[src/rtl/core/dtk_pkg.sv]
// Shared types and constants of the detection keep-top-k block.
// Used by dtk_store, dtk_cmp and detection_top_k_keeper; no dependencies.
`default_nettype none
package dtk_pkg;

	localparam int STORE_DEPTH_DEF = 64;
	localparam int LABEL_W = 8;
	localparam int SCORE_W = 16;
	localparam int BOX_W = 14;
	localparam int KEEP_W = 8;
	localparam int IMG_W = 16;
	localparam logic [KEEP_W-1:0] KEEP_ALL = 8'hFF;

	// one stored detection
	typedef struct packed {
		logic [LABEL_W-1:0] label;
		logic [SCORE_W-1:0] score;
		logic [BOX_W-1:0]   box;
	} entry_t;

	// control from the sequencer to the compare unit
	typedef struct packed {
		logic restart;
		logic commit;
		logic cand_valid;
	} cmp_ctrl_t;

endpackage
`default_nettype wire

[src/rtl/core/detection_top_k_keeper.sv]
// Keep-top-k stage: collects detections per image, emits the kept ones on the closing request.
// A detection request is taken only while idle. A closing request keeps busy while the kept
// entries are read in arrival order or, when sorted, for keep picks: each pick is one scan of
// the n stored entries through the single read port of the store and the shared compare unit.
// Results pass the read and output registers, one strobe cycle each; the receiver cannot stall.
// Reset (arst_n low) empties the store, clears the image counter and sets keep_limit to -1.
`default_nettype none
module detection_top_k_keeper #(
	parameter int STORE_DEPTH = dtk_pkg::STORE_DEPTH_DEF
) (
	input  wire logic                          clk,
	input  wire logic                          arst_n,
	input  wire logic                          keep_limit_wr,
	input  wire logic [dtk_pkg::KEEP_W-1:0]    keep_limit,
	input  wire logic                          start,
	output logic                               busy,
	input  wire logic [dtk_pkg::LABEL_W-1:0]   class_label,
	input  wire logic [dtk_pkg::SCORE_W-1:0]   confidence,
	input  wire logic [dtk_pkg::BOX_W-1:0]     box_index,
	input  wire logic                          carries_detection,
	input  wire logic                          image_end,
	output logic                               result_strobe,
	output logic [dtk_pkg::IMG_W-1:0]          image_number,
	output logic [dtk_pkg::LABEL_W-1:0]        out_label,
	output logic [dtk_pkg::SCORE_W-1:0]        out_confidence,
	output logic [dtk_pkg::BOX_W-1:0]          out_box_index,
	output logic                               last_of_image,
	output logic                               overflowed
);
	import dtk_pkg::*;

	localparam int AW = $clog2(STORE_DEPTH);
	localparam int CW = $clog2(STORE_DEPTH + 1);
	localparam int CMPW = (CW > KEEP_W) ? CW + 1 : KEEP_W + 1;

	localparam logic [1:0] S_IDLE = 2'd0;
	localparam logic [1:0] S_SEQ  = 2'd1;
	localparam logic [1:0] S_SCAN = 2'd2;
	localparam logic [1:0] S_PICK = 2'd3;

	logic [1:0]        state_q;
	logic [CW-1:0]     count_q;
	logic              ov_q;
	logic [IMG_W-1:0]  img_q;
	logic [KEEP_W-1:0] keep_limit_q;
	logic [CW-1:0]     keep_q;
	logic [CW-1:0]     ptr_q;
	logic [CW-1:0]     sent_q;
	logic              pend_s1;
	logic              last_s1;
	logic [AW-1:0]     idx_s1;
	logic              strobe_q;
	logic              last_q;
	entry_t            out_q;
	logic [IMG_W-1:0]  img_out_q;
	logic              ov_out_q;

	logic              accept;
	logic              has_room;
	logic              wr_det;
	logic              drop_det;
	logic [CW-1:0]     n_new;
	logic              ov_new;
	logic              do_sort;
	logic [CW-1:0]     keep_new;
	logic              load_out;
	entry_t            wdata;
	entry_t            rdata;
	entry_t            best;
	cmp_ctrl_t         cmp_ctrl;

	// request decode and close decision
	always_comb begin
		busy = (state_q != S_IDLE);
		accept = start && !busy;
		has_room = (count_q < CW'(STORE_DEPTH));
		wr_det = accept && carries_detection && has_room;
		drop_det = accept && carries_detection && !has_room;
		n_new = count_q + CW'(wr_det);
		ov_new = ov_q | drop_det;
		do_sort = !keep_limit_q[KEEP_W-1] && (CMPW'(n_new) > CMPW'(keep_limit_q));
		keep_new = do_sort ? CW'(keep_limit_q) : n_new;
		wdata = '{label: class_label, score: confidence, box: box_index};
		cmp_ctrl.restart = accept && image_end;
		cmp_ctrl.commit = (state_q == S_PICK);
		cmp_ctrl.cand_valid = (state_q == S_SCAN) && pend_s1;
		load_out = ((state_q == S_SEQ) && pend_s1) || (state_q == S_PICK);
	end

	dtk_store #(.DEPTH(STORE_DEPTH), .AW(AW)) u_store (
		.clk     (clk),
		.we      (wr_det),
		.waddr   (count_q[AW-1:0]),
		.wdata   (wdata),
		.raddr   (ptr_q[AW-1:0]),
		.rdata_q (rdata)
	);

	dtk_cmp #(.AW(AW)) u_cmp (
		.clk      (clk),
		.arst_n   (arst_n),
		.ctrl     (cmp_ctrl),
		.cand     (rdata),
		.cand_idx (idx_s1),
		.best     (best)
	);

	// sequencer
	always_ff @(posedge clk or negedge arst_n) begin
		if (!arst_n) begin
			state_q <= S_IDLE;
			count_q <= '0;
			ov_q <= 1'b0;
			img_q <= '0;
			keep_limit_q <= KEEP_ALL;
			keep_q <= '0;
			ptr_q <= '0;
			sent_q <= '0;
			pend_s1 <= 1'b0;
			last_s1 <= 1'b0;
			strobe_q <= 1'b0;
			last_q <= 1'b0;
		end else begin
			if (keep_limit_wr) begin
				keep_limit_q <= keep_limit;
			end
			strobe_q <= 1'b0;
			last_q <= 1'b0;
			pend_s1 <= 1'b0;
			last_s1 <= 1'b0;
			case (state_q)
				S_IDLE: begin
					if (accept) begin
						count_q <= n_new;
						ov_q <= ov_new;
						if (image_end) begin
							ptr_q <= '0;
							sent_q <= '0;
							keep_q <= keep_new;
							if (keep_new == '0) begin
								// nothing kept: close the image at once
								count_q <= '0;
								ov_q <= 1'b0;
								img_q <= img_q + 1'b1;
							end else begin
								state_q <= do_sort ? S_SCAN : S_SEQ;
							end
						end
					end
				end
				S_SEQ: begin
					// issue reads in arrival order
					if (ptr_q < keep_q) begin
						ptr_q <= ptr_q + 1'b1;
						pend_s1 <= 1'b1;
						last_s1 <= (CW'(ptr_q + 1'b1) == keep_q);
					end
					if (pend_s1) begin
						strobe_q <= 1'b1;
						last_q <= last_s1;
						if (last_s1) begin
							count_q <= '0;
							ov_q <= 1'b0;
							img_q <= img_q + 1'b1;
							state_q <= S_IDLE;
						end
					end
				end
				S_SCAN: begin
					// feed every stored entry through the compare unit
					if (ptr_q < count_q) begin
						ptr_q <= ptr_q + 1'b1;
						pend_s1 <= 1'b1;
						last_s1 <= (CW'(ptr_q + 1'b1) == count_q);
					end
					if (pend_s1 && last_s1) begin
						state_q <= S_PICK;
					end
				end
				S_PICK: begin
					// emit the winner, then rescan or close
					strobe_q <= 1'b1;
					last_q <= (CW'(sent_q + 1'b1) == keep_q);
					sent_q <= sent_q + 1'b1;
					ptr_q <= '0;
					if (CW'(sent_q + 1'b1) == keep_q) begin
						count_q <= '0;
						ov_q <= 1'b0;
						img_q <= img_q + 1'b1;
						state_q <= S_IDLE;
					end else begin
						state_q <= S_SCAN;
					end
				end
				default: begin
					state_q <= S_IDLE;
				end
			endcase
		end
	end

	// index of the entry whose data arrives next cycle
	always_ff @(posedge clk) begin
		idx_s1 <= ptr_q[AW-1:0];
	end

	// result payload
	always_ff @(posedge clk) begin
		if (load_out) begin
			out_q <= (state_q == S_PICK) ? best : rdata;
			img_out_q <= img_q;
			ov_out_q <= ov_q;
		end
	end

	assign result_strobe = strobe_q;
	assign last_of_image = last_q;
	assign image_number = img_out_q;
	assign out_label = out_q.label;
	assign out_confidence = out_q.score;
	assign out_box_index = out_q.box;
	assign overflowed = ov_out_q;

	a_strobe_from_busy: assert property (@(posedge clk) disable iff (!arst_n)
		result_strobe |-> $past(state_q != S_IDLE)) else $error("result while idle");

	a_count_bound: assert property (@(posedge clk) disable iff (!arst_n)
		count_q <= CW'(STORE_DEPTH)) else $error("stored count beyond depth");

	a_sort_cut: assert property (@(posedge clk) disable iff (!arst_n)
		(state_q == S_SCAN || state_q == S_PICK) |-> (keep_q < count_q))
		else $error("sorting without a cut");

	a_last_strobed: assert property (@(posedge clk) disable iff (!arst_n)
		last_of_image |-> result_strobe) else $error("last flag without result");

endmodule
`default_nettype wire

[src/rtl/core/dtk_store.sv]
// Detection store: one write port, one read port with registered data.
// Depends on dtk_pkg for the entry type.
`default_nettype none
module dtk_store #(
	parameter int DEPTH = dtk_pkg::STORE_DEPTH_DEF,
	parameter int AW = $clog2(DEPTH)
) (
	input  wire logic            clk,
	input  wire logic            we,
	input  wire logic [AW-1:0]   waddr,
	input  wire dtk_pkg::entry_t wdata,
	input  wire logic [AW-1:0]   raddr,
	output dtk_pkg::entry_t      rdata_q
);
	import dtk_pkg::*;

	entry_t mem [DEPTH];

	// write one detection
	always_ff @(posedge clk) begin
		if (we) begin
			mem[waddr] <= wdata;
		end
	end

	// read every cycle, data appears in the next cycle
	always_ff @(posedge clk) begin
		rdata_q <= mem[raddr];
	end

endmodule
`default_nettype wire

[src/rtl/core/dtk_cmp.sv]
// Shared compare unit: finds the next detection in (score desc, arrival asc)
// order after the previously picked one, one candidate per cycle. Uses dtk_pkg.
`default_nettype none
module dtk_cmp #(
	parameter int AW = 6
) (
	input  wire logic               clk,
	input  wire logic               arst_n,
	input  wire dtk_pkg::cmp_ctrl_t ctrl,
	input  wire dtk_pkg::entry_t    cand,
	input  wire logic [AW-1:0]      cand_idx,
	output dtk_pkg::entry_t         best
);
	import dtk_pkg::*;

	entry_t             best_q;
	logic [AW-1:0]      best_idx_q;
	logic               found_q;
	logic [SCORE_W-1:0] prev_score_q;
	logic [AW-1:0]      prev_idx_q;
	logic               have_prev_q;
	logic               after_prev;
	logic               better;

	// candidate must rank below the last pick; strict greater keeps the earliest tie
	always_comb begin
		after_prev = !have_prev_q || (cand.score < prev_score_q)
			|| ((cand.score == prev_score_q) && (cand_idx > prev_idx_q));
		better = !found_q || (cand.score > best_q.score);
	end

	// control flags
	always_ff @(posedge clk or negedge arst_n) begin
		if (!arst_n) begin
			found_q <= 1'b0;
			have_prev_q <= 1'b0;
		end else if (ctrl.restart) begin
			found_q <= 1'b0;
			have_prev_q <= 1'b0;
		end else if (ctrl.commit) begin
			found_q <= 1'b0;
			have_prev_q <= 1'b1;
		end else if (ctrl.cand_valid && after_prev && better) begin
			found_q <= 1'b1;
		end
	end

	// hold best candidate and last pick
	always_ff @(posedge clk) begin
		if (ctrl.commit) begin
			prev_score_q <= best_q.score;
			prev_idx_q <= best_idx_q;
		end else if (ctrl.cand_valid && after_prev && better) begin
			best_q <= cand;
			best_idx_q <= cand_idx;
		end
	end

	assign best = best_q;

	// a pick always has a winner behind it
	a_commit_found: assert property (@(posedge clk) disable iff (!arst_n)
		ctrl.commit |-> found_q) else $error("commit without a found entry");

endmodule
`default_nettype wire
[config.mk]
export PLATFORM = sky130hd
export DESIGN_NAME = detection_top_k_keeper
export DESIGN_NICKNAME = d
export VERILOG_FILES = /design/src/rtl/core/dtk_pkg.sv /design/src/rtl/core/detection_top_k_keeper.sv /design/src/rtl/core/dtk_store.sv /design/src/rtl/core/dtk_cmp.sv
export SDC_FILE = /design/constraint.sdc
export NUM_CORES = 2
export LEC_CHECK = 0
export BUFFER_PORTS_ARGS = -buffer_cell sky130_fd_sc_hd__buf_4
export CORE_MARGIN = 4
export CORE_UTILIZATION = 40
export CTS_CLUSTER_DIAMETER = 40
export DETAILED_ROUTE_END_ITERATION = 8
export PLACE_DENSITY = 0.56
export SLEW_MARGIN = 25
export SYNTH_ARGS = -nofsm -noshare
export SYNTH_HDL_FRONTEND = slang
export SYNTH_SLANG_ARGS = --single-unit
[constraint.sdc]
create_clock -name clk -period 15.4 [get_ports clk]
set_clock_uncertainty 0.2 [all_clocks]
set_input_delay 2.31 -clock clk [delete_from_list [all_inputs] [get_ports clk]]
set_output_delay 2.31 -clock clk [all_outputs]
set_load 0.01 [all_outputs]
## Word level (Yosys, flattened, before mapping)

Memory sizes are Yosys's and may differ from the RTL's. A register that Yosys moved wholly into a read port is not among the register bits.
Index checks and enable logic that the tools add are counted.

| operators by class | value |
|---|---|
| order comparisons | 7 |
| add/subtract/negate cells | 4 |
| bitwise logic cells | 2 |
| multiplexer cells | 55 |
| reduce and logical (&&, ||, !) cells | 35 |
| eq/ne operators | 17 |

Operator list:

| kind | number |
|---|---|
| 16-bit 2-to-1 mux | 6 |
| 7-bit 2-to-1 mux | 11 |
| 16-bit one-hot mux with 3 select lines | 1 |
| 38-bit 2-to-1 mux | 1 |
| 7-bit one-hot mux with 4 select lines | 1 |
| 7-bit == test | 3 |
| 7-bit one-hot mux with 3 select lines | 1 |
| 1-bit 2-to-1 mux | 19 |
| 16-bit by 1-bit adder with 16-bit output (second input constant) | 1 |
| 16-bit == test | 1 |
| 16-bit > comparator | 1 |
| 16-bit < comparator | 1 |
| 2-bit 2-to-1 mux | 8 |
| 7-bit by 1-bit adder with 7-bit output (second input constant) | 2 |
| 7-bit < comparator | 2 |
| 7-bit one-hot mux with 2 select lines | 1 |
| 1-bit logical AND | 12 |
| 2-bit != test (second input constant) | 6 |
| 7-bit by 8-bit > comparator with 1-bit output | 1 |
| 2-bit by 1-bit != test with 1-bit output (second input constant) | 4 |
| 1-bit one-hot mux with 2 select lines | 4 |
| 2-bit one-hot mux with 4 select lines | 1 |
| 7-bit by 1-bit adder with 7-bit output | 1 |
| 7-bit logical NOT | 1 |
| other kinds (18) | 30 |

| storage, ports and cells | value |
|---|---|
| bits in registers | 188 |
| memory bits (writable) | 2,432 |
| logic and storage cells | 147 |
| input port bits | 52 |
| output and inout port bits | 58 |
| memories kept | 1 |

Memory list:

| name | depth | width | read ports | clocked after Yosys merged registers in | write ports | line | RTL |
|---|---|---|---|---|---|---|---|
| u_store.mem | 64 | 38 | 1 | 1 | 1 | dtk_store.sv:17 | `entry_t mem [DEPTH];` |

## Longest topological paths before layout

| logic depth | value |
|---|---|
| depth after elaboration | 14 |
| depth in mapped cells | 18 |
| gate-level depth less buffers | 16 |

## Cells and area by module

A second synthesis with hierarchy kept.

| unflattened totals | value |
|---|---|
| cell total of the unflattened synthesis | 4,721 |
| area total of the unflattened synthesis | 102,274.3 um2 |

Modules (own cells, without submodules):

| module | area an instance (um2) | cells an instance | times used |
|---|---|---|---|
| dtk_store | 92,940.4 | 3,989 | 1 |
| detection_top_k_keeper | 6,294.8 | 528 | 1 |
| dtk_cmp | 3,039.2 | 204 | 1 |

## Least setup slack after synthesis

OpenSTA, ideal clock, no wires.

| timing path | value |
|---|---|
| kind | reg-to-reg |
| start | register u_cmp.prev_score_q[11] |
| end | register u_cmp.best_q (netlist bit u_cmp.best[0]), enable pin |
| clock period less this slack | 6,960 ps |
| path buffers | 0 |
| slack | 8,440 ps |
| arrival | 6,205 ps |
| stages on the path, launching flop included | 10 |
| cell sequence | edfxtp_1 > inv_1 > ha_1 > and3_1 > a221o_1 > a21o_1 > a211o_1 > a211oi_1 > o211ai_1 > nor4_1 |

| on the way | value |
|---|---|
| longest elaborated chain between the ends | 6 |
| elaborated cells between the ends (all ways) | 8 |
| those cells by class | order compare: 1; eq/ne: 1; reduce/logical: 6 |

RTL lines:

| item | line | RTL |
|---|---|---|
| start, declared | dtk_cmp.sv:19 | `logic [SCORE_W-1:0] prev_score_q;` |
| start signal, assigned | dtk_cmp.sv:51 | `prev_score_q <= best_q.score;` |
| 16-bit < comparator / 16-bit == test (equally long branches) | dtk_cmp.sv:27, dtk_cmp.sv:28 |  |
| 1-bit logical OR / 1-bit logical AND (equally long branches) | dtk_cmp.sv:27, dtk_cmp.sv:28 |  |
| 1-bit logical OR (*) | dtk_cmp.sv:28 | `\|\| ((cand.score == prev_score_q) && (cand_idx > prev_idx_q));` |
| 1-bit logical AND (*) (2 in a row) | dtk_cmp.sv:53 | `end else if (ctrl.cand_valid && after_prev && better) begin` |
| 2-bit AND reduction (no line) (*) | n/a |  |
| end signal, assigned | dtk_cmp.sv:54 | `best_q <= cand;` |
| end, declared | dtk_cmp.sv:16 | `entry_t best_q;` |

Mark *: on every way between the ends. The rest lies on a longest branch, timed or not.
A chain may end at the register's enable or synchronous reset.

## Worst setup path in the final report

| timing path | value |
|---|---|
| start | input port start |
| end | register img_q[7] |

| on the way | value |
|---|---|
| longest elaborated chain between the ends | 10 |
| elaborated cells between the ends (all ways) | 11 |
| those cells by class | add/sub: 1; order compare: 1; eq/ne: 2; mux: 1; reduce/logical: 6 |

RTL lines:

| item | line | RTL |
|---|---|---|
| start, declared | detection_top_k_keeper.sv:15 | `input wire logic start,` |
| 1-bit logical AND (*) | detection_top_k_keeper.sv:75 | `accept = start && !busy;` |
| 1-bit logical AND (2 in a row) | detection_top_k_keeper.sv:77 | `wr_det = accept && carries_detection && has_room;` |
| 7-bit by 1-bit adder with 7-bit output | detection_top_k_keeper.sv:79 | `n_new = count_q + CW'(wr_det);` |
| 7-bit by 8-bit > comparator with 1-bit output | detection_top_k_keeper.sv:81 | `do_sort = !keep_limit_q[KEEP_W-1] && (CMPW'(n_new) > CMPW'(keep_limit_q));` |
| 1-bit logical AND | detection_top_k_keeper.sv:81 |  |
| 7-bit 2-to-1 mux | detection_top_k_keeper.sv:82 | `keep_new = do_sort ? CW'(keep_limit_q) : n_new;` |
| 7-bit logical NOT | detection_top_k_keeper.sv:140 | `if (keep_new == '0) begin` |
| 2-bit != test (no line) | n/a |  |
| 7-bit AND reduction (no line) (*) | n/a |  |
| end signal, assigned | detection_top_k_keeper.sv:144 | `img_q <= img_q + 1'b1;` |
| end signal, assigned | detection_top_k_keeper.sv:164 | `img_q <= img_q + 1'b1;` |
| end signal, assigned | detection_top_k_keeper.sv:189 | `img_q <= img_q + 1'b1;` |
| end, declared | detection_top_k_keeper.sv:44 | `logic [IMG_W-1:0] img_q;` |

Marked as above.

==> results.toml <==
[power_and_ir_drop]
p_clk_share_pct = 51.9
switching_share_pct = 20.5
internal-power_mw = 13.3
power.switching_mw = 3.42
pwr-share-comb_pct = 0.7
seqPwrFrac_pct = 47.5
ir_drop_v = 0.000123
leakage_nw = 37.3
p_per_area_nw_per_um2 = 138

[cells_and_area]
multi_input_area_sq_um = 22300
layout-drive-gt1-share_pct = 36.1
fin_cells = 8350
regArea_sq_um = 79100
syn_to_final_growth_pct = 18.1
nNetsFinal = 4791
fill_cells = 20403

[clock_network]
cts.clk_slew.worst_paths_ns = 0.05
cts_tree = "done"
cts_root_buf = "clkbuf_16"
clockBufferDepth = 4
cts.sink_count = 2658
cts_setup_buffers = 0
cts_inserted_buffers = 386
htreeDepth = 5
insertion_delay_ns = 0.96
ctsResizeCount = 0
cts-hold-fix-buffers = 0

[detailed_routing]
final_antenna_net_count = 0
vias_per_cell = 5.75
vias = 47976
drt_iter0_drc = 5426
dr.pass1.iters = 7
wl_per_cell_microns = 32.1
drc = 0
totalWireLength_microns = 268000

[place]
gp_congestion = 0.770
portBuffers = 109
place_inst = 7645
detailed_place_hpwl_microns = 141000

[global_route]
grt_overflow = 0
grt_max_degree = 139
antenna_found_initial = 18
grt_pass1_vias = 48911
grt_use_total_pct = 20.3
grt_pass1_wl_microns = 380000

[floorplanning]
ios = 110
start_util_pct = 40.2
core_sq_um = 254000
num_rows = 185
dieArea_sq_um = 263000
dieWidth_microns = 513
die_y_microns = 513

[logic_synthesis]
synth.net_count = 4388
postSynthCellCount = 4267
synth.distinct_cells = 61
async_reset_ff_share_pct = 2.29
syn-cell-area_sq_um = 102000
synth-seq-area-share_pct = 77.5
synth.avg_cell_area_sq_um = 23.9
ys.flop_type = "edfxtp_1"
ys_ff_latch = 2658
synth_edf_count = 2553
yosysWarnings = 0

[timing]
tightest_slew_ns = 1.17
slew_viol_final = 0
clock.fmax_mhz = 172
finalCriticalPeriod_ns = 5.80
hold_violations = 0
setup_viol = 0
post-route-period-util_pct = 37.7
relSlewSlack_pct = 21.9
rsz0062_at_grt = "false"
finalSetupTns_ns = 0

[worst_setup_path]
critPathRequiredTime_ns = 16.08
ff2ff_setup_slack_ns = 10.13
r2r_cells = 17
path_class = "in2reg"
critPathLaunchType = "input port"
critPathCaptureType = "flip-flop"
cp.arrival_ns = 6.48
crit_fanout = 10

[outcome]
status = "finished, final reports clean"

[run]
cap_violations = 0

[hold_path]
hold_depth = 0
hold_path.class = "reg2reg"
==> path summary, 6_finish.rpt <==
kind | startpoint | end
setup / recovery | start | img_q[7]
hold / removal | u_cmp.best_idx_q[3] | u_cmp.prev_idx_q[3]
setup reg to reg | state_q[0] | img_q[7]
hold reg to reg | u_cmp.best_idx_q[3] | u_cmp.prev_idx_q[3]
max in group asynchronous | arst_n | ptr_q[0]
min in group asynchronous | arst_n | img_q[8]
==> cell usage in the layout, fill, tap and decap left out, types with 35 or more instances in the layout <==
cell and instances:
nor2_4 64, clkinvlp_4 54, inv_6 51, clkbuf_16 393, dfrtp_1 47, clkinv_4 59
edfxtp_1 2553, bufinv_16 35, ha_1 68, inv_1 69, o21ai_0 43, dfxtp_1 44
mux2_2 41, clkinv_2 37, nand2_1 61, buf_4 202, mux4_2 798
==> cells by family (layout without fill, tap and decap cells) <==
| logic type | count (synthesis) | in the layout | synth area share (%) |
|---|---|---|---|
| buffers and inverters | 268 | 977 | 1.09 |
| multiplexers | 849 | 849 | 18.2 |
| flip-flops | 2658 | 2658 | 77.5 |
| AND/OR/NAND/NOR | 253 | 253 | 1.17 |
| other | 0 | 8 | 0 |
| AO/OA/AOI/OAI | 125 | 125 | 0.802 |
| adder cells (fa/ha/maj) | 69 | 69 | 0.846 |
| XOR/XNOR | 45 | 45 | 0.394 |
==> registers in the layout, indices dropped and copies added, names as in the netlist, 8 cells and up <==
register and count:
out_box_index 14, u_cmp.prev_score_q 16, u_cmp.best 38, out_label 8, out_confidence 16, u_store.mem 2432
img_q 16, image_number 16, keep_limit_q 8, u_store.rdata_q 38
==> cell usage after synthesis, types with 3 or more instances <==
cell,number,area (sq um)
mux4_2,798,18000
a211oi_1,4,30.0
a21o_1,11,82.6
dfrtp_1,53,1330
nand3b_1,3,22.5
and4_1,3,26.3
nor2b_1,6,37.5
dfxtp_1,44,881
buf_1,33,124
ha_1,69,863
o21ai_0,43,215
dfstp_2,8,210
a21oi_1,25,125
mux2_2,41,462
nor2_1,89,334
nand2b_1,4,25.0
nand3_1,31,155
clkbuf_1,94,353
nor3_1,13,65.1
edfxtp_1,2553,76700
buf_2,68,340
nor4_1,9,56.3
xnor2_1,29,254
o21a_1,8,60.1
and3_1,9,56.3
or2_2,3,18.8
o31ai_1,7,52.6
xor2_1,15,131
mux2i_1,10,100
a211o_1,3,26.3
o211ai_1,5,37.5
nand2_1,62,233
inv_1,69,259
nand4_1,11,68.8
==> power groups by stage <==
stage / sequential, mW / clock [mW] / combinational, mW
finish: 7.92 / 8.65 / 0.113
global route: 7.92 / 9.17 / 0.126
CTS: 7.92 / 8.81 / 0.116
detailed placement: 8.07 / 0 / 0.117
global placement: 8.07 / 0 / 0.110
floorplan: 8.07 / 0 / 0.00504
==> cell type report <==
type	count	area share (%)
Timing Repair Buffer	214	1.45
Antenna cell	8	0.0166
Clock buffer	423	8.30
Tap cell	3366	3.49
Multi-Input combinational cell	1341	18.5
Sequential cell	2658	65.6
Inverter	69	0.215
Clock inverter	271	2.37
==> through the flow <==
| step | setup WS (ns) | utilization (%) | instance area [sq um] | power, mW | hold slack, ns |
|---|---|---|---|---|---|
| 5_1_grt | 9.31 | 47.5 | 120000 | 17.2 | 0.227 |
| 6_report | 9.60 | 47.5 | 121000 | 16.7 | 0.218 |
| 2_1_floorplan | 8.44 | - | 102000 | 8.07 | 0.190 |
| 4_1_cts | 9.23 | 47.4 | 120000 | 16.8 | 0.220 |
| 3_3_place_gp | 8.17 | 42.4 | 108000 | 8.18 | 0.201 |
| 3_5_place_dp | 8.17 | 42.4 | 108000 | 8.19 | 0.206 |
==> layer usage <==
| metal | vias up | global-route usage (%) | part of all wire (%) |
|---|---|---|---|
| met1 | 26485 | 29.2 | 43 |
| li1 | 19215 | - | - |
| met5 | - | 0 | 0.023 |
| met4 | 8 | 5.62 | 2.6 |
| met3 | 414 | 4.15 | 7.1 |
| met2 | 1854 | 31.8 | 48 |
==> worst max-delay path, cell delays in order <==
cell and delay (ns):
buf_4 0.10, nand3_1 0.17, nor2_1 0.22, ha_1 0.29, nand3_1 0.13, nor3_1 0.21, xnor2_1 0.22, ha_1 0.30
and4b_1 0.22, a31o_2 0.24, a21oi_2 0.47, mux2i_1 0.49, o211ai_1 0.31, buf_2 0.27, nor4_1 0.33, xor2_1 0.18
Note: power is estimated with default switching activity, not from simulation.
